## src/rtl/tmls_pkg.sv

```systemverilog
// ----------------------------------------------------------------------------
// tmls_pkg: shared types and constants of the top-M largest selection core
// Holds the payload structs, the controller-datapath command and status
// structs, and the fixed field widths.
// ----------------------------------------------------------------------------
package tmls_pkg;

  localparam int unsigned ValueW         = 32;
  localparam int unsigned CountW         = 5;
  localparam int unsigned MaxKeptDefault = 16;
  localparam int unsigned ResultLimit    = 16;

  localparam logic [CountW-1:0] CountReset = CountW'(1);

  localparam logic StatusOk     = 1'b0;
  localparam logic StatusTooFew = 1'b1;

  typedef struct packed {
    logic signed [ValueW-1:0] sample_value;
    logic                     is_final;
  } tmls_in_t;

  typedef struct packed {
    logic signed [ValueW-1:0] top_value;
    logic                     end_of_run;
    logic                     status;
  } tmls_out_t;

  // Commands from the controller to the datapath.
  typedef struct packed {
    logic insert;      // insert the incoming sample into the sorted row
    logic emit;        // load the head of the row into the output register, shift up
    logic last;        // flag the emitted result as the final one of the run
    logic load_error;  // load the too-few-items result
    logic clear;       // empty the row
  } tmls_cmd_t;

  // Status from the datapath to the controller.
  typedef struct packed {
    logic out_free;    // output register can take a new result this cycle
  } tmls_status_t;

endpackage

```

## src/rtl/tmls_datapath.sv

```systemverilog
// ----------------------------------------------------------------------------
// tmls_datapath: sorted cell row and output register
// A row of cells keeps the largest values in descending order; an insert
// compares every cell in parallel and shifts the tail down by one place.
// ----------------------------------------------------------------------------
module tmls_datapath #(
  parameter int unsigned MaxKept = tmls_pkg::MaxKeptDefault,
  parameter int unsigned FillW   = $clog2(MaxKept + 1)
) (
  input  logic                      clk_i,
  input  logic                      rst_ni,
  input  tmls_pkg::tmls_cmd_t       cmd_i,
  input  logic signed [tmls_pkg::ValueW-1:0] sample_i,
  input  logic                      out_stall_i,
  output tmls_pkg::tmls_status_t    status_o,
  output logic [FillW-1:0]          fill_o,
  output logic                      out_valid_o,
  output tmls_pkg::tmls_out_t       out_data_o
);
  import tmls_pkg::*;

  logic signed [ValueW-1:0] kept_q [MaxKept];
  logic [MaxKept-1:0]       ge;
  logic [FillW-1:0]         fill_d, fill_q;
  logic                     out_valid_d, out_valid_q;
  tmls_out_t                out_d, out_q;

  // Cell holds a valid value not below the sample: it stays in place.
  for (genvar i = 0; i < MaxKept; i++) begin : g_cmp
    assign ge[i] = (FillW'(i) < fill_q) && (kept_q[i] >= sample_i);
  end

  for (genvar i = 0; i < MaxKept; i++) begin : g_cell
    always_ff @(posedge clk_i) begin
      if (cmd_i.insert && !ge[i]) begin
        if (i == 0) begin
          kept_q[i] <= sample_i;
        end else if (ge[(i == 0) ? 0 : i-1]) begin
          kept_q[i] <= sample_i;
        end else begin
          kept_q[i] <= kept_q[(i == 0) ? 0 : i-1];
        end
      end else if (cmd_i.emit && (i != MaxKept - 1)) begin
        kept_q[i] <= kept_q[(i == MaxKept - 1) ? i : i+1];
      end
    end
  end

  always_comb begin
    fill_d = fill_q;
    if (cmd_i.clear) begin
      fill_d = '0;
    end else if (cmd_i.insert && (fill_q != FillW'(MaxKept))) begin
      fill_d = fill_q + FillW'(1);
    end
  end

  assign status_o.out_free = !out_valid_q || !out_stall_i;

  always_comb begin
    out_valid_d = out_valid_q && out_stall_i;
    out_d       = out_q;
    if (cmd_i.load_error) begin
      out_valid_d      = 1'b1;
      out_d.top_value  = '0;
      out_d.end_of_run = 1'b1;
      out_d.status     = StatusTooFew;
    end else if (cmd_i.emit) begin
      out_valid_d      = 1'b1;
      out_d.top_value  = kept_q[0];
      out_d.end_of_run = cmd_i.last;
      out_d.status     = StatusOk;
    end
  end

  always_ff @(posedge clk_i or negedge rst_ni) begin
    if (!rst_ni) begin
      fill_q      <= '0;
      out_valid_q <= 1'b0;
    end else begin
      fill_q      <= fill_d;
      out_valid_q <= out_valid_d;
    end
  end

  always_ff @(posedge clk_i) begin
    out_q <= out_d;
  end

  assign fill_o      = fill_q;
  assign out_valid_o = out_valid_q;
  assign out_data_o  = out_q;

endmodule

```

## src/rtl/tmls_ctrl.sv

```systemverilog
// ----------------------------------------------------------------------------
// tmls_ctrl: run controller of the top-M largest selection core
// Holds count_wanted, accepts samples, and sequences the result emission
// after the final sample of a run.
// ----------------------------------------------------------------------------
module tmls_ctrl #(
  parameter int unsigned MaxKept = tmls_pkg::MaxKeptDefault,
  parameter int unsigned FillW   = $clog2(MaxKept + 1)
) (
  input  logic                          clk_i,
  input  logic                          rst_ni,
  input  logic                          cfg_we_i,
  input  logic [tmls_pkg::CountW-1:0]   cfg_wdata_i,
  input  logic                          in_valid_i,
  input  logic                          in_final_i,
  output logic                          in_stall_o,
  input  tmls_pkg::tmls_status_t        status_i,
  input  logic [FillW-1:0]              fill_i,
  output tmls_pkg::tmls_cmd_t           cmd_o
);
  import tmls_pkg::*;

  localparam int unsigned WantLimit = (MaxKept < ResultLimit) ? MaxKept : ResultLimit;
  localparam int unsigned CmpW      = (FillW > CountW) ? FillW : CountW;

  typedef enum logic [2:0] {
    StIdle   = 3'b001,
    StDecide = 3'b010,
    StEmit   = 3'b100
  } state_e;

  state_e            state_d, state_q;
  logic [CountW-1:0] count_q;
  logic [CountW-1:0] remaining_d, remaining_q;
  logic [CountW-1:0] want;
  logic              accept;
  logic              too_few;

  assign want = (count_q > CountW'(WantLimit)) ? CountW'(WantLimit) : count_q;
  assign too_few = CmpW'(fill_i) < CmpW'(want);

  assign in_stall_o = (state_q != StIdle);
  assign accept     = in_valid_i && !in_stall_o;

  always_comb begin
    state_d     = state_q;
    remaining_d = remaining_q;
    cmd_o       = '0;
    cmd_o.insert = accept;
    case (state_q)
      StIdle: begin
        if (accept && in_final_i) begin
          state_d = StDecide;
        end
      end
      StDecide: begin
        if (want == '0) begin
          cmd_o.clear = 1'b1;
          state_d     = StIdle;
        end else if (too_few) begin
          if (status_i.out_free) begin
            cmd_o.load_error = 1'b1;
            cmd_o.clear      = 1'b1;
            state_d          = StIdle;
          end
        end else begin
          remaining_d = want;
          state_d     = StEmit;
        end
      end
      StEmit: begin
        if (status_i.out_free) begin
          cmd_o.emit  = 1'b1;
          remaining_d = remaining_q - CountW'(1);
          if (remaining_q == CountW'(1)) begin
            cmd_o.last  = 1'b1;
            cmd_o.clear = 1'b1;
            state_d     = StIdle;
          end
        end
      end
      default: begin
        state_d = StIdle;
      end
    endcase
  end

  always_ff @(posedge clk_i or negedge rst_ni) begin
    if (!rst_ni) begin
      state_q     <= StIdle;
      count_q     <= CountReset;
      remaining_q <= '0;
    end else begin
      state_q     <= state_d;
      remaining_q <= remaining_d;
      if (cfg_we_i) begin
        count_q <= cfg_wdata_i;
      end
    end
  end

  // An emitting controller always has results left to send.
  a_emit_nonzero: assert property (@(posedge clk_i) disable iff (!rst_ni)
    (state_q == StEmit) |-> (remaining_q != '0))
    else $error("emit state with no results left");

  // The final sample of a run always leads to the decision step.
  a_final_decide: assert property (@(posedge clk_i) disable iff (!rst_ni)
    (accept && in_final_i) |=> (state_q == StDecide))
    else $error("final sample did not start result decision");

  // Results and inserts never overlap.
  a_no_insert_emit: assert property (@(posedge clk_i) disable iff (!rst_ni)
    !(cmd_o.insert && (cmd_o.emit || cmd_o.load_error || cmd_o.clear)))
    else $error("insert overlaps result or clear");

  // The row is emptied after the last result of a run.
  a_clear_after_last: assert property (@(posedge clk_i) disable iff (!rst_ni)
    (cmd_o.emit && cmd_o.last) |=> (fill_i == '0))
    else $error("row not empty after last result");

endmodule

```

## src/rtl/top_m_largest_select_core.sv

```systemverilog
// ----------------------------------------------------------------------------
// top_m_largest_select_core: top-M largest selection over a signed stream
// Results: after the final transaction of a run, the first result follows the decide and
// emit states, the too-few error result follows the decide state; output stalls delay both.
// Throughput: one sample per cycle within a run; the run then stalls the input through
// the decide state and one emit per result (count_wanted saturated to MaxKept and to
// ResultLimit), the decide state alone when it is 0 or too few samples came.
// Reset: asynchronous active low; row empty, no result pending, count_wanted = 1.
// ----------------------------------------------------------------------------
module top_m_largest_select_core #(
  parameter int unsigned MaxKept = tmls_pkg::MaxKeptDefault
) (
  input  logic                        clk_i,
  input  logic                        rst_ni,
  // configuration: count_wanted
  input  logic                        cfg_we_i,
  input  logic [tmls_pkg::CountW-1:0] cfg_wdata_i,
  // input samples
  input  logic                        in_valid_i,
  output logic                        in_stall_o,
  input  tmls_pkg::tmls_in_t          in_data_i,
  // results
  output logic                        out_valid_o,
  input  logic                        out_stall_i,
  output tmls_pkg::tmls_out_t         out_data_o
);
  import tmls_pkg::*;

  // Fill count must hold MaxKept itself.
  localparam int unsigned FillW = $clog2(MaxKept + 1);

  tmls_cmd_t        cmd;
  tmls_status_t     status;
  logic [FillW-1:0] fill;

  // Controller: holds count_wanted and sequences each run. It stalls the
  // input side from the cycle after a final transaction until the last result
  // of the run is loaded into the output register; a result that still waits
  // downstream does not block the next run's samples.
  tmls_ctrl #(
    .MaxKept (MaxKept),
    .FillW   (FillW)
  ) u_ctrl (
    .clk_i       (clk_i),
    .rst_ni      (rst_ni),
    .cfg_we_i    (cfg_we_i),
    .cfg_wdata_i (cfg_wdata_i),
    .in_valid_i  (in_valid_i),
    .in_final_i  (in_data_i.is_final),
    .in_stall_o  (in_stall_o),
    .status_i    (status),
    .fill_i      (fill),
    .cmd_o       (cmd)
  );

  // Datapath: sorted row of MaxKept cells with signed compares, one insert per
  // cycle while the input is not stalled, and the output register. Emission reads
  // the head cell and shifts the row up, so results leave largest first.
  tmls_datapath #(
    .MaxKept (MaxKept),
    .FillW   (FillW)
  ) u_datapath (
    .clk_i       (clk_i),
    .rst_ni      (rst_ni),
    .cmd_i       (cmd),
    .sample_i    (in_data_i.sample_value),
    .out_stall_i (out_stall_i),
    .status_o    (status),
    .fill_o      (fill),
    .out_valid_o (out_valid_o),
    .out_data_o  (out_data_o)
  );

endmodule

```

## config.mk

```make
export PLATFORM = sky130hd
export DESIGN_NAME = top_m_largest_select_core
export DESIGN_NICKNAME = d
export VERILOG_FILES = /design/src/rtl/tmls_pkg.sv /design/src/rtl/tmls_datapath.sv /design/src/rtl/tmls_ctrl.sv /design/src/rtl/top_m_largest_select_core.sv
export SDC_FILE = /design/constraint.sdc
export NUM_CORES = 2
export LEC_CHECK = 0
export BUFFER_PORTS_ARGS = -buffer_cell sky130_fd_sc_hd__clkbuf_2
export CORE_MARGIN = 2
export CORE_UTILIZATION = 45
export DETAILED_ROUTE_END_ITERATION = 16
export PLACE_DENSITY_LB_ADDON = 0.3
export SYNTH_ARGS = -nofsm -noshare
export SYNTH_HDL_FRONTEND = slang
export SYNTH_HIERARCHICAL = 1
export SYNTH_SLANG_ARGS = --single-unit
```

## constraint.sdc

```tcl
create_clock -name clk_i -period 10.7 [get_ports clk_i]
set_input_delay 1.07 -clock clk_i [delete_from_list [all_inputs] [get_ports clk_i]]
set_output_delay 1.07 -clock clk_i [all_outputs]
set_load 0.005 [all_outputs]
```

==> impl_metrics.ini <==
[outcome]
status = finished clean

[timing]
setup_viol = 0
skew_ps = 21.7
max_freq_mhz = 186
finalSetupTns_ps = 0
finalCritPeriodShare_pct = 50.2
grt_setup_unrepaired = no
maxSlewViolCount = 0
fin_crit_ps = 5370
hold_viol = 0
slew-limit-headroom_pct = 19.0
worstMarginPinSlew_ps = 1200

[synth]
ys.warnings.count = 6
syn_area_per_cell_sq_um = 10.4
synth_seq_cells = 565
synth-async-reset-ratio_pct = 3.36
ys.flop_type = edfxtp_1
yosysUniqueCellTypes = 87
yosysSeqAreaShare_pct = 41.9
synth_edf_count = 512
syn-num-nets = 4362
syn-cell-area_sq_um = 39500
syn_inst = 3799

[final_layout]
final_common_cell = ha_1
layout_common_cells = 520 x ha_1, 512 x edfxtp_1, 471 x a21oi_1
nets = 4374
final_layout_size_suffix_gt1_share_pct = 9.14
final_core_util_pct = 49.7
area_growth_pct = 9.26

[pwr]
ir_drop_uv = 289
power-per-cell-area_nw_per_um2 = 284
seqPwrFrac_pct = 39.2
comb_power_share_pct = 42.1
clockPowerShare_pct = 18.6
p_leak_nw = 17.6
p_switching_w = 0.00491
switching_share_pct = 40.0
p_int_w = 0.00735

[floorplanning]
die_w_um = 300
die_area_sq_um = 90100
start_util_pct = 45.4
die_y_um = 300
io_pins = 79
rows = 108
core_area_sq_um = 86900

[critical_path]
cp.arrival_ps = 5730
path_class = input port to flop
crit_fanout = 33
start_kind = input port
critPathCaptureType = flop
critPathRequiredTime_ps = 11060

[cts]
numCtsBuffers = 66
cts_tree = built
htreeDepth = 3
clk_root_buffer_cell = clkbuf_16
path_clk_slew_ps = 60
insertion_delay_ps = 630
post_cts_buffers = 0
cts.path.max_buffers = 3
cts.sinks = 565
cts-hold-fix-buffers = 0
cts.repair.resized = 0

[routing]
route.vias.total = 29915
drc = 0
drtPass1Iterations = 5
drt_iter0_drc = 2412
drt-wirelength-per-cell_um = 21.6
ant_nets = 0
wl_um = 108000
viasPerCell = 5.96

[flow_run]
drv_cap = 0

[global_routing]
grt_remaining_overflow = 0
grt_first_pass_wirelength_um = 169000
antenna_found_initial = 1
grt_pass1_vias = 29165
grt_max_degree = 65
grt.total_usage_pct = 23.8

[placement]
portBuffers = 78
hpwlAfterDp_um = 82900
place.gp.congestion = 0.948

[worst_hold_path]
hold_path_class = input port to async pin
cell type report:
type,count,area [sq um]
Fill cell,7795,43700
Multi-Input combinational cell,2955,21800
Sequential cell,565,16500
Clock buffer,101,2020
Tap cell,1155,1450
Timing Repair Buffer,140,856
Inverter,83,312
Clock inverter,19,139
Antenna cell,1,2.50
worst max-delay path, cell delays in order:
cell and delay, ps:
clkbuf_2 290, inv_1 660, ha_1 370, a21oi_1 160
o21ai_0 210, a221o_1 370, o31a_1 310, a2bb2o_1 330
nor2_1 320, nand3_2 940, a311o_1 670
Yosys cell counts (all sizes together), types with 54 or more instances:
| cell | number | area share (%) |
|---|---|---|
| buf | 78 | 1.4 |
| a21oi | 475 | 6.0 |
| nand3 | 54 | 0.68 |
| mux2 | 67 | 2.2 |
| nand4 | 112 | 1.8 |
| nand2 | 382 | 3.6 |
| o21ai | 218 | 2.8 |
| ha | 520 | 16 |
| nor2 | 321 | 3.1 |
| inv | 81 | 0.77 |
| clkbuf | 118 | 1.1 |
| edfxtp | 512 | 39 |
| mux2i | 386 | 9.8 |
layer usage:
metal | global-route usage, % | part of all wire (%) | vias up
met5 | 0 | 0 | -
met4 | 9.69 | 3.9 | 0
met1 | 30.7 | 43 | 14327
met2 | 40.3 | 48 | 900
met3 | 3.06 | 5.2 | 215
li1 | - | - | 14473
cell families (layout without fill, tap and decap cells):
group,Yosys count,in the layout,synth area share (%)
AND/OR/NAND/NOR,1018,1018,11.7
AO/OA/AOI/OAI,958,958,14.6
flip-flops,565,565,41.9
adder cells (fa/ha/maj),520,520,16.5
multiplexers,453,453,12.0
buffers and inverters,279,343,3.27
XOR/XNOR,6,6,0.133
other,0,1,0
worst paths after layout:
path	cells past startpoint	slack, ps	start	end
setup / recovery	11	5330	in_data_i[6]	u_datapath/kept_q[0][192]
hold / removal	1	400	rst_ni	u_ctrl/state_q[1]
setup reg to reg	10	6120	u_ctrl/state_q[0]	u_datapath/kept_q[1][27]
hold reg to reg	1	450	u_datapath/out_data_o[0]	u_datapath/out_data_o[0]
max in group asynchronous	1	9930	rst_ni	u_ctrl/count_q[0]
min in group clk_i	1	450	u_datapath/out_data_o[0]	u_datapath/out_data_o[0]
metrics by stage:
stage / instances / hold slack, ps / worst slack [ps] / cell area [sq um] / total power (W)
2_1_floorplan: 3799 / 451 / 5150 / 39500 / 0.00830
3_3_place_gp: 4898 / 435 / 4780 / 41000 / 0.00981
3_5_place_dp: 4898 / 441 / 4720 / 41000 / 0.00996
4_1_cts: 5018 / 397 / 5380 / 43100 / 0.0123
5_1_grt: 5019 / 431 / 5000 / 43100 / 0.0131
6_report: 5019 / 403 / 5330 / 43100 / 0.0123
flip-flops by register name, summed over array words and instances (netlist names):
name,count
u_ctrl/remaining_q,5
u_datapath/out_valid_o,1
u_datapath/kept_q,512
u_ctrl/state_q,3
u_datapath/fill_o,5
u_datapath/out_data_o,34
u_ctrl/count_q,5
power by group through the flow:
stage | Clock [W] | Sequential [W] | Combinational (W)
3_3_place_gp | 0 | 0.00480 | 0.00500
6_report | 0.00229 | 0.00481 | 0.00516
3_5_place_dp | 0 | 0.00481 | 0.00515
4_1_cts | 0.00233 | 0.00478 | 0.00516
5_1_grt | 0.00241 | 0.00492 | 0.00574
2_1_floorplan | 0 | 0.00444 | 0.00386
Note: power is estimated with default switching activity, not from simulation.
